--- src/sv/multichannel_pixel_histogram_defines.svh ---
// assertion macros for the pixel histogram block
`ifndef MULTICHANNEL_PIXEL_HISTOGRAM_DEFINES_SVH
`define MULTICHANNEL_PIXEL_HISTOGRAM_DEFINES_SVH

// antecedent holds, consequent holds in the same cycle
`define MPH_ASSERT_IMP(label, ante, cons, msg) \
    label: assert property (@(posedge i_clk) disable iff (!i_rst_n) (ante) |-> (cons)) \
        else $error(msg);

// antecedent holds, consequent holds in the next cycle
`define MPH_ASSERT_NXT(label, ante, cons, msg) \
    label: assert property (@(posedge i_clk) disable iff (!i_rst_n) (ante) |=> (cons)) \
        else $error(msg);

`endif

--- src/sv/mph_pkg.sv ---
// shared types and constants of the pixel histogram block
package mph_pkg;

    localparam int DEF_MAX_BINS     = 256;
    localparam int DEF_MAX_CHANNELS = 4;
    localparam int DEF_COUNT_WIDTH  = 32;

    localparam int SAMPLE_W     = 16;
    localparam int TOTAL_W      = 32;
    localparam int OUT_COUNT_W  = 32;
    localparam int SAMPLE_LANES = 4;
    localparam int OUT_DATA_W   = OUT_COUNT_W + TOTAL_W + 2 * SAMPLE_W;

    localparam logic [1:0] CMD_ACC   = 2'd0;
    localparam logic [1:0] CMD_READ  = 2'd1;
    localparam logic [1:0] CMD_FRAME = 2'd2;

    localparam logic [1:0] REG_SAMPLE_16 = 2'd0;
    localparam logic [1:0] REG_BINS      = 2'd1;
    localparam logic [1:0] REG_CHANNELS  = 2'd2;

    typedef enum logic [3:0] {
        ST_WIPE,
        ST_IDLE,
        ST_MUL,
        ST_DIV,
        ST_FLD,
        ST_RDA,
        ST_UPD,
        ST_RDR,
        ST_RES,
        ST_FRM
    } t_state;

    typedef struct packed {
        logic mul;
        logic div;
        logic fold;
        logic rd_acc;
        logic rd_cmd;
        logic upd;
        logic clr;
        logic frame;
        logic wipe;
    } t_lane_ctl;

endpackage

--- src/sv/mph_merge.sv ---
// merge stage: selects the read channel among the lanes and holds the result
module mph_merge
    import mph_pkg::*;
#(
    parameter int NL          = SAMPLE_LANES,
    parameter int COUNT_WIDTH = DEF_COUNT_WIDTH
) (
    input  logic                   i_clk,
    input  logic                   i_rst_n,
    input  logic [COUNT_WIDTH-1:0] i_count [NL],
    input  logic [TOTAL_W-1:0]     i_total [NL],
    input  logic [SAMPLE_W-1:0]    i_min   [NL],
    input  logic [SAMPLE_W-1:0]    i_max   [NL],
    input  logic [1:0]             i_ch,
    input  logic                   i_bin_ok,
    input  logic                   i_load,
    input  logic                   i_m_tready,
    output logic                   o_m_tvalid,
    output logic [OUT_DATA_W-1:0]  o_m_tdata
);

    localparam int WX = (COUNT_WIDTH > OUT_COUNT_W) ? COUNT_WIDTH : OUT_COUNT_W;

    logic [COUNT_WIDTH-1:0] w_count;
    logic [WX-1:0]          w_cx;
    logic [OUT_COUNT_W-1:0] w_cnt32;
    logic [TOTAL_W-1:0]     w_total;
    logic [SAMPLE_W-1:0]    w_min;
    logic [SAMPLE_W-1:0]    w_max;
    logic                   r_valid;
    logic [OUT_DATA_W-1:0]  r_data;

    always_comb begin
        w_count = '0;
        w_total = '0;
        w_min   = '0;
        w_max   = '0;
        for (int c = 0; c < NL; c++) begin
            if (i_ch == 2'(c)) begin
                w_count = i_count[c];
                w_total = i_total[c];
                w_min   = i_min[c];
                w_max   = i_max[c];
            end
        end
    end

    always_comb begin
        w_cx = WX'(w_count);
        if (!i_bin_ok) begin
            w_cnt32 = '0;
        end else if (w_cx > WX'({OUT_COUNT_W{1'b1}})) begin
            w_cnt32 = '1;
        end else begin
            w_cnt32 = w_cx[OUT_COUNT_W-1:0];
        end
    end

    always_ff @(posedge i_clk) begin
        if (!i_rst_n) begin
            r_valid <= 1'b0;
        end else if (i_load) begin
            r_valid <= 1'b1;
        end else if (i_m_tready) begin
            r_valid <= 1'b0;
        end
    end

    always_ff @(posedge i_clk) begin
        if (i_load) begin
            r_data <= {w_max, w_min, w_total, w_cnt32};
        end
    end

    assign o_m_tvalid = r_valid;
    assign o_m_tdata  = r_data;

endmodule

--- config.mk ---
export PLATFORM = sky130hd
export DESIGN_NAME = mph_merge
export DESIGN_NICKNAME = d
export VERILOG_FILES = /design/src/sv/multichannel_pixel_histogram_defines.svh /design/src/sv/mph_pkg.sv /design/src/sv/mph_merge.sv
export SDC_FILE = /design/constraint.sdc
export NUM_CORES = 1
export LEC_CHECK = 0
export BUFFER_PORTS_ARGS = -buffer_cell sky130_fd_sc_hd__clkbuf_2
export CAP_MARGIN = 20
export CORE_AREA = 2 2 187 189
export CTS_BUF_LIST = sky130_fd_sc_hd__clkbuf_16
export DETAILED_ROUTE_END_ITERATION = 8
export DIE_AREA = 0 0 189 191
export PLACE_DENSITY = 0.43
export SLEW_MARGIN = 5
export SYNTH_ARGS = -nofsm -noshare
export SYNTH_HDL_FRONTEND = slang
export SYNTH_SLANG_ARGS = --single-unit
--- constraint.sdc ---
create_clock -name i_clk -period 3.9 [get_ports i_clk]
set_input_delay 1.17 -clock i_clk [delete_from_list [all_inputs] [get_ports i_clk]]
set_output_delay 1.17 -clock i_clk [all_outputs]
set_load 0.02 [all_outputs]
==> key figures, run 1 <==
Pwr
  – Peak VDD IR: 208 µV
  – Total power: 3030 µW
  – Power per cell area: 349 nW/µm²
  – LEAKAGE: 0.00405 µW

STA
  – Crit share post-route: 0.618
  – Slew Limit Fails: 0
  – Slew @ Worst Pin: 0.705 ns
  – Tmin final: 2.41 ns
  – Setup TNS: 0 ns
  – Fin worst setup slack: 1.49 ns
  – Final hold viol count: 0
  – Slew headroom: 0.530
  – Worst Clk Skew: 0 ns
  – Max Clk Rate: 415 MHz
  – RSZ-0062 raised after global routing: false
  – Finish-stage setup viols: 0

Logic synthesis
  – Synth warn: 0
  – FFs w/ async S/R, synth: 0
  – Top post-synthesis cells by area: edfxtp_1 54%, mux4_2 27%, mux2i_1 12%, o22ai_1 3.7%, buf_2 1.8%
  – Register area share after synthesis: 0.539
  – Cell taking the most area after synthesis: edfxtp_1
  – Mapped Area: 5390 µm²
  – Most common flop cell mapped by yosys: edfxtp_1
  – Synthesized area per cell: 18.7 µm²
  – Number of synthesized flops with an enable pin: 96
  – Post-synthesis cell count: 288
  – Commonest cells in the netlist: 96 x edfxtp_1, 64 x mux2i_1, 64 x mux4_2, 32 x o22ai_1, 19 x buf_2
  – Netlist cell types: 12
  – Synth top area share: 0.535
  – Syn nets: 679
  – Post-synthesis register bit count: 97
  – Count leader, synth: edfxtp_1

Route
  – Initial DRC Count: 180
  – Total Wirelength: 22,800 µm
  – Vias per cell: 3.94
  – Post-route ant nets: 0
  – DR WL/cell: 18.5 µm
  – DRC Markers: 0
  – Drt pass-1 iters: 5
  – DR vias: 4,862

Min path
  – Hold_sp: o_m_tvalid$_SDFFE_PN0P_
  – Worst hold path class: reg2reg

Clock network
  – Post-CTS Setup Bufs: 0
  – CTS tree: done
  – Longest Clk Path Bufs: 2
  – Cts hold-fix bufs: 0
  – Root buf cell: clkbuf_16
  – Clk slew on worst S/H paths: 0.08 ns
  – Post-CTS sizing: 0
  – Worst skew pair latency: 0.36 ns
  – H-tree Lvls: 3
  – Inserted Clock Buffers: 9
  – CTS sink cnt: 97

Layout
  – Layout cells sized above 1: 0.748
  – # nets final: 1,166
  – Final Util: 0.255
  – N_diodes: 0
  – Area delta synth->final: 61.3%

Worst setup path
  – RR Startpoint: o_m_tvalid$_SDFFE_PN0P_
  – CP Launch Type: input port
  – Worst setup startpoint: i_ch[0]
  – Worst Path Max Fanout: 36
  – Setup crit end kind: flip-flop
  – Critical path class: in2reg
  – Critical path arrival: 2.52 ns
  – R2r setup slk: 3.21 ns
  – Critical Path RT: 4.01 ns

Global routing
  – Initial antenna violation count: 0
  – Total grt overflow: 0
  – First-pass GRT wire length: 32,100 µm
  – Vias in the first global route: 5,292
  – GRT Overall Usage: 0.122
  – Largest net degree at the start of global routing: 57

Placed design
  – Buffers on Ports: 487
  – Detailed Place HPWL: 18,900 µm
  – Placer Congestion: 0.810
  – DP Worst Slack: 1.01 ns

Floorplanning
  – Ports: 488
  – Die Ht: 191 µm
  – Die area: 36,100 µm²
  – Row count: 68
  – Core Area: 34,100 µm²
  – Die X: 189 µm
  – Starting Density: 0.158

Flow run
  – Max-cap violations: 0

Outcome
  – Outcome: finished clean
-- layer usage --
| metal | wire length, µm | up-vias | track usage | part of all wire |
|---|---|---|---|---|
| met5 | 0 | - | 0 | 0 |
| met4 | 276 | 0 | 0.0352 | 0.012 |
| met3 | 1930 | 25 | 0.0430 | 0.085 |
| met2 | 12100 | 271 | 0.220 | 0.53 |
| met1 | 8530 | 2331 | 0.135 | 0.37 |
| li1 | - | 2235 | - | - |
-- flip-flops by register name, summed over array words and instances, names as in the netlist --
register	count
o_m_tvalid	1
o_m_tdata	96
-- per-stage QoR --
step,instances,hold WS (ns),area [µm²]
after global placement,1219,0.567,8380
after detailed placement,1219,0.579,8380
after CTS,1234,0.596,8690
final,1234,0.585,8690
after floorplan,288,0.694,5390
after global routing,1234,0.642,8690
-- cell usage in the layout (no fill, tap or decap), types with 2 or more instances in the layout --
| master | synthesis | final |
|---|---|---|
| o22ai_1 | 32 | 32 |
| mux2i_1 | 64 | 64 |
| edfxtp_1 | 96 | 96 |
| buf_4 | 3 | 16 |
| clkbuf_2 | 0 | 484 |
| mux4_2 | 64 | 64 |
| clkbuf_16 | 0 | 9 |
| bufinv_16 | 0 | 2 |
| buf_12 | 0 | 2 |
-- cells by family (layout without fill, tap and decap cells) --
kind of cell           count (synthesis)  in the layout  synth area share
AO/OA/AOI/OAI                         33             33            0.0386
AND/OR/NAND/NOR                        3              3           0.00349
multiplexers                         128            128             0.387
flip-flops                            97             97             0.539
buffers and inverters                 27            518            0.0323
-- critical path: stages --
cell    delay [ns]
buf_4         0.39
buf_12        0.34
mux4_2        0.55
-- where the power goes --
part / leakage, µW / switching (µW) / total [µW] / internal, µW
clock network: 0.000153 / 430 / 987 / 557
registers: 0.000943 / 32.0 / 1300 / 1270
logic: 0.00295 / 377 / 738 / 361
-- final cells by class --
class,count,area (µm²)
Clock buffer,9,225
Clock inverter,6,85.1
Fill cell,3634,25400
Multi-Input combinational cell,164,2310
Sequential cell,97,2900
Tap cell,455,569
Timing Repair Buffer,503,2590
-- final timing paths --
check / to / depth (start not counted)
min reg2reg: o_m_tvalid$_SDFFE_PN0P_ / 2
max: o_m_tdata[63]$_DFFE_PP_ / 3
min: o_m_tvalid$_SDFFE_PN0P_ / 2
max reg2reg: o_m_tvalid$_SDFFE_PN0P_ / 2
Power figures use the tool's default switching activity.
==> run 2: changes to the inputs <==
--- a/config.mk
+++ b/config.mk
@@ -7,11 +7,11 @@
 export LEC_CHECK = 0
 export BUFFER_PORTS_ARGS = -buffer_cell sky130_fd_sc_hd__clkbuf_2
 export CAP_MARGIN = 20
-export CORE_AREA = 2 2 187 189
+export CORE_AREA = 2 2 189 191
 export CTS_BUF_LIST = sky130_fd_sc_hd__clkbuf_16
 export DETAILED_ROUTE_END_ITERATION = 8
-export DIE_AREA = 0 0 189 191
-export PLACE_DENSITY = 0.43
+export DIE_AREA = 0 0 191 193
+export PLACE_DENSITY = 0.42
 export SLEW_MARGIN = 5
 export SYNTH_ARGS = -nofsm -noshare
 export SYNTH_HDL_FRONTEND = slang
==> constraint.sdc (replaced) <==
create_clock -name i_clk -period 2.3 [get_ports i_clk]
set_input_delay 0.69 -clock i_clk [delete_from_list [all_inputs] [get_ports i_clk]]
set_output_delay 0.69 -clock i_clk [all_outputs]
set_load 0.02 [all_outputs]
==> key figures, run 2 (same netlist as run 1, synthesis figures left out) <==
Worst setup path
  – Critical path buffers and inverters: 1 (-1)
  – CP Launch Type: flip-flop
  – Slowest-stage cell, CP: edfxtp_1
  – WP depth: 1 (-2)
  – Crit-path cells: clkbuf_2
  – Critical Path RT: 1.61 ns (-2.40 ns)
  – Worst setup startpoint: o_m_tdata[68]$_DFFE_PP_
  – Worst R2R Path Depth: 2 (unchanged)
  – Critical path arrival: 1.02 ns (-1.50 ns)
  – Setup crit end kind: output port
  – Critical path class: reg2out
  – Crit-path max cell delay: 0.46 ns (-0.09 ns)
  – Family with the most delay on the worst path: flip-flops
  – RR Startpoint: o_m_tvalid$_SDFFE_PN0P_
  – Worst Path Max Fanout: 1 (-97%)

STA
  – Worst Clk Skew: 0 ns (unchanged)
  – Crit share post-route: 0.743
  – Final hold viol count: 0 (unchanged)
  – Setup TNS: 0 ns (unchanged)
  – Tmin final: 1.71 ns
  – Fin Hold WS: 0.538 ns (-0.0474 ns)
  – RSZ-0062 raised after global routing: false
  – Slew @ Worst Pin: 0.369 ns (-0.336 ns)
  – Slew headroom: 0.754 (+0.224)
  – Slew Limit Fails: 0 (unchanged)
  – Finish-stage setup viols: 0 (unchanged)
  – Max Clk Rate: 585 MHz

Clock network
  – CTS tree: done
  – Inserted Clock Buffers: 9 (unchanged)
  – Post-CTS Setup Bufs: 0 (unchanged)
  – Clk slew on worst S/H paths: 0.08 ns (about the same)
  – Worst skew pair latency: 0.35 ns (about the same)
  – CTS sink cnt: 97 (unchanged)
  – Longest Clk Path Bufs: 2 (unchanged)
  – Root buf cell: clkbuf_16
  – Post-CTS sizing: 0 (unchanged)
  – H-tree Lvls: 3 (unchanged)
  – Cts hold-fix bufs: 0 (unchanged)

Pwr
  – Power per cell area: 575 nW/µm² (+65%)
  – Peak VDD IR: 464 µV (+120%)
  – LEAKAGE: 0.00410 µW (+1.2%)

Layout
  – Cell area after layout: 8800 µm² (+1.3%)
  – Most frequent cells in the layout: 484 x clkbuf_2, 96 x edfxtp_1, 64 x mux4_2, 64 x mux2i_1, 32 x o22ai_1
  – # nets final: 1,174 (+0.69%)
  – Final Util: 0.252 (-0.00288)
  – Seq. cell area: 2900 µm² (unchanged)
  – Max FFs per register: 96 (unchanged)
  – N_diodes: 0 (unchanged)
  – Layout cells sized above 1: 0.750 (+0.00160)
  – Area delta synth->final: 63.5%
  – Commonest non-fill, non-tap cell in the layout: clkbuf_2
  – Filler Cell Count: 3,793 (+4.4%)
  – Area of the multi-input gates: 2310 µm² (unchanged)

Route
  – Total Wirelength: 23,100 µm (+1.1%)
  – DR vias: 4,917 (+1.1%)
  – Initial DRC Count: 147 (-18%)
  – Vias per cell: 3.94 (about the same)
  – DRC Markers: 0 (unchanged)
  – Drt pass-1 iters: 4 (-1)
  – DR WL/cell: 18.5 µm (about the same)
  – Post-route ant nets: 0 (unchanged)

Min path
  – Worst hold path class: in2reg
  – Hold_sp: i_rst_n
  – Hold Path Cell Cnt: 2 (unchanged)

Placed design
  – Placer Congestion: 0.761 (-6.0%)
  – Detailed Place HPWL: 19,500 µm (+3.0%)
  – Placed inst area: 8510 µm² (+1.6%)
  – Buffers on Ports: 487 (unchanged)

Floorplanning
  – Row count: 69 (+1.5%)
  – Die X: 191 µm (+1.1%)
  – Die area: 36,900 µm² (+2.1%)
  – Core Area: 35,000 µm² (+2.5%)
  – Ports: 488 (unchanged)
  – Starting Density: 0.154 (-0.00382)
  – Die Ht: 193 µm (+1.0%)

Flow run
  – Max-cap violations: 0 (unchanged)

Global routing
  – First-pass GRT wire length: 31,800 µm (-0.97%)
  – Total grt overflow: 0 (unchanged)
  – Grt met2 use: 0.210 (-0.00978)
  – GRT Overall Usage: 0.118 (-0.00354)
  – Met3 usage: 0.0326 (-0.0104)
  – Vias in the first global route: 5,156 (-2.6%)
  – Largest net degree at the start of global routing: 46 (-19%)
  – GRT busiest layer: met2
  – Met1 Usage GRT: 0.138 (+0.00287)
  – Initial antenna violation count: 0 (unchanged)

Outcome
  – Outcome: finished clean
[run 2: power by group]
part	switching [µW]	leakage (µW)	internal, µW
combinational	638	0.00301	633
sequential	54.5	0.000943	2160
clock	738	0.000141	844
total	1430	0.00410	3630
[run 2: cell type report]
type | instances | share of cell area
Timing Repair Buffer | 511 | 0.309
Sequential cell | 97 | 0.330
Multi-Input combinational cell | 164 | 0.263
Clock inverter | 7 | 0.00796
Clock buffer | 9 | 0.0256
Tap cell | 461 | 0.0655
[run 2: final timing paths]
| kind | to | slack [ns] |
|---|---|---|
| worst max-delay path | o_m_tdata[68] | 0.59 |
| worst min-delay path | o_m_tvalid$_SDFFE_PN0P_ | 0.54 |
| worst max register to register | o_m_tvalid$_SDFFE_PN0P_ | 1.62 |
| worst min register to register | o_m_tvalid$_SDFFE_PN0P_ | 0.58 |
[run 2: stage by stage]
stage	total power, µW	std cells	worst slack, ns
2_1_floorplan	2870	288	0.536
3_3_place_gp	3550	1233	0.213
3_5_place_dp	3560	1233	0.195
4_1_cts	5190	1249	0.567
5_1_grt	5330	1249	0.562
6_report	5060	1249	0.591
[run 2: metal layers]
metal | up-vias | wire length (µm) | share of wire
met5 | - | 0 | 0
met4 | 0 | 429 | 0.019
met3 | 21 | 2010 | 0.087
met2 | 288 | 11800 | 0.51
met1 | 2351 | 8850 | 0.38
li1 | 2257 | - | -
==> run 3: changes to the inputs <==
--- a/config.mk
+++ b/config.mk
@@ -7,11 +7,11 @@
 export LEC_CHECK = 0
 export BUFFER_PORTS_ARGS = -buffer_cell sky130_fd_sc_hd__clkbuf_2
 export CAP_MARGIN = 20
-export CORE_AREA = 2 2 189 191
+export CORE_AREA = 2 2 188 190
 export CTS_BUF_LIST = sky130_fd_sc_hd__clkbuf_16
 export DETAILED_ROUTE_END_ITERATION = 8
-export DIE_AREA = 0 0 191 193
-export PLACE_DENSITY = 0.42
+export DIE_AREA = 0 0 190 192
+export PLACE_DENSITY = 0.44
 export SLEW_MARGIN = 5
 export SYNTH_ARGS = -nofsm -noshare
 export SYNTH_HDL_FRONTEND = slang
==> constraint.sdc (replaced) <==
create_clock -name i_clk -period 1.5 [get_ports i_clk]
set_input_delay 0.45 -clock i_clk [delete_from_list [all_inputs] [get_ports i_clk]]
set_output_delay 0.45 -clock i_clk [all_outputs]
set_load 0.02 [all_outputs]
==> key figures, run 3 (same netlist as run 1, synthesis figures left out) <==
Route
  – Total Wirelength: 24,600 µm (+6.4%)
  – Post-route ant nets: 0 (unchanged)
  – Vias per cell: 3.96 (+0.66%)
  – DR WL/cell: 19.4 µm (+5.0%)
  – DR vias: 5,017 (+2.0%)
  – Initial DRC Count: 205 (+39%)
  – Drt pass-1 iters: 4 (unchanged)
  – DRC Markers: 0 (unchanged)

Min path
  – Worst hold path class: in2reg

Clock network
  – Root buf cell: clkbuf_16
  – Inserted Clock Buffers: 9 (unchanged)
  – Cts hold-fix bufs: 0 (unchanged)
  – Worst skew pair latency: 0.37 ns (+0.02 ns)
  – Longest Clk Path Bufs: 2 (unchanged)
  – H-tree Lvls: 3 (unchanged)
  – Clk slew on worst S/H paths: 0.08 ns (about the same)
  – CTS sink cnt: 97 (unchanged)
  – CTS tree: done

STA
  – Tmin final: 1.45 ns
  – Slew Limit Fails: 0 (unchanged)
  – Max Clk Rate: 690 MHz
  – Setup TNS: 0 ns (unchanged)
  – Slew headroom: 0.829 (+0.0758)
  – Final hold viol count: 0 (unchanged)
  – Worst Clk Skew: 0 ns (unchanged)
  – RSZ-0062 raised after global routing: true
  – Fin worst setup slack: 0.0506 ns (-0.540 ns)
  – Finish-stage setup viols: 0 (unchanged)
  – Fin Hold WS: 0.291 ns (-0.247 ns)
  – Slew @ Worst Pin: 0.249 ns (-0.121 ns)
  – Crit share post-route: 0.966

Global routing
  – Total grt overflow: 0 (unchanged)
  – Largest net degree at the start of global routing: 32 (-30%)
  – First-pass GRT wire length: 34,000 µm (+6.9%)
  – Vias in the first global route: 5,330 (+3.4%)
  – GRT Overall Usage: 0.129 (+0.0109)
  – Initial antenna violation count: 2 (+2)

Worst setup path
  – CP Launch Type: flip-flop
  – Critical path arrival: 1.00 ns (-0.02 ns)
  – Critical path buffers and inverters: 1 (unchanged)
  – Setup crit end kind: output port
  – Critical path class: reg2out
  – Critical Path RT: 1.05 ns (-0.56 ns)
  – Worst Path Max Fanout: 1 (unchanged)
  – Crit-path cells: clkbuf_8
  – Family with the most delay on the worst path: flip-flops
  – Crit-path max cell delay: 0.44 ns (-0.02 ns)
  – Slowest-stage cell, CP: edfxtp_1

Pwr
  – Power per cell area: 868 nW/µm² (+51%)
  – LEAKAGE: 0.00421 µW (+2.8%)
  – Peak VDD IR: 465 µV (+0.27%)

Floorplanning
  – Die area: 36,500 µm² (-1.0%)
  – Die Ht: 192 µm (-0.52%)
  – Die X: 190 µm (-0.52%)
  – Starting Density: 0.157 (+0.00304)
  – Ports: 488 (unchanged)
  – Core Area: 34,300 µm² (-1.9%)
  – Row count: 68 (-1.4%)

Layout
  – # nets final: 1,195 (+1.8%)
  – Most frequent cells in the layout: 481 x clkbuf_2, 96 x edfxtp_1, 64 x mux4_2, 64 x mux2i_1, 36 x buf_4
  – Area delta synth->final: 67.4%
  – Max FFs per register: 96 (unchanged)
  – Layout cells sized above 1: 0.758 (+0.00773)
  – Commonest non-fill, non-tap cell in the layout: clkbuf_2

Placed design
  – Detailed Place HPWL: 20,700 µm (+6.3%)
  – Placer Congestion: 0.784 (+3.0%)
  – Buffers on Ports: 487 (unchanged)
  – DP Worst Slack: -0.231 ns (-0.426 ns)

Outcome
  – Outcome: finished clean

Flow run
  – Max-cap violations: 0 (unchanged)
[run 3: cell types whose count changed in the layout (fill, tap and decap cells not counted), moves of 2 or more]
| cell | previous run | this run |
|---|---|---|
| clkbuf_8 | 0 | 2 |
| clkbuf_2 | 484 | 481 |
| buf_4 | 19 | 36 |
| diode_2 | 0 | 2 |
| inv_6 | 1 | 3 |
| buf_12 | 7 | 11 |
[run 3: timing repair]
item,CTS,global route
setup buffers,0,0
resized for setup,4,3
setup endpoints to repair,3,1
pin swaps,0,0
[run 3: area by class of cell]
type,instances,area (µm²)
clock buffer,9,225
tap,455,569
multi-input combinational,164,2310
fill,3630,25300
clock inverter,7,53.8
antenna,2,5.00
sequential,97,2900
timing repair buffer,532,2950
[run 3: power breakdown]
part / internal [µW] / switching [µW] / leakage (µW) / total, µW
clock: 1140 / 1230 / 0.000129 / 2370
sequential: 3310 / 88.1 / 0.000943 / 3400
combinational: 1030 / 1020 / 0.00314 / 2050
total: 5480 / 2340 / 0.00421 / 7820
[run 3: worst paths after layout]
path / startpoint / to / slack (ns) / depth (start not counted)
max: o_m_tdata[80]$_DFFE_PP_ / o_m_tdata[80] / 0.05 / 1
min: i_rst_n / o_m_tvalid$_SDFFE_PN0P_ / 0.29 / 2
min reg2reg: o_m_tvalid$_SDFFE_PN0P_ / o_m_tvalid$_SDFFE_PN0P_ / 0.61 / 2
max reg2reg: o_m_tvalid$_SDFFE_PN0P_ / o_m_tvalid$_SDFFE_PN0P_ / 0.80 / 2
[run 3: routing by layer]
layer | global-route usage | routed length, µm
met3 | 0.0387 | 1960
met2 | 0.229 | 12700
met5 | 0 | 0
met4 | 0.0429 | 364
met1 | 0.149 | 9500
[run 3: stage by stage]
step	util	area, µm²	cells	power, µW
floorplan	-	5420	288	4410
global placement	0.254	8700	1248	5520
detailed placement	0.254	8700	1248	5530
CTS	0.263	9000	1264	7990
global route	0.263	9010	1266	8200
finish	0.263	9010	1266	7820
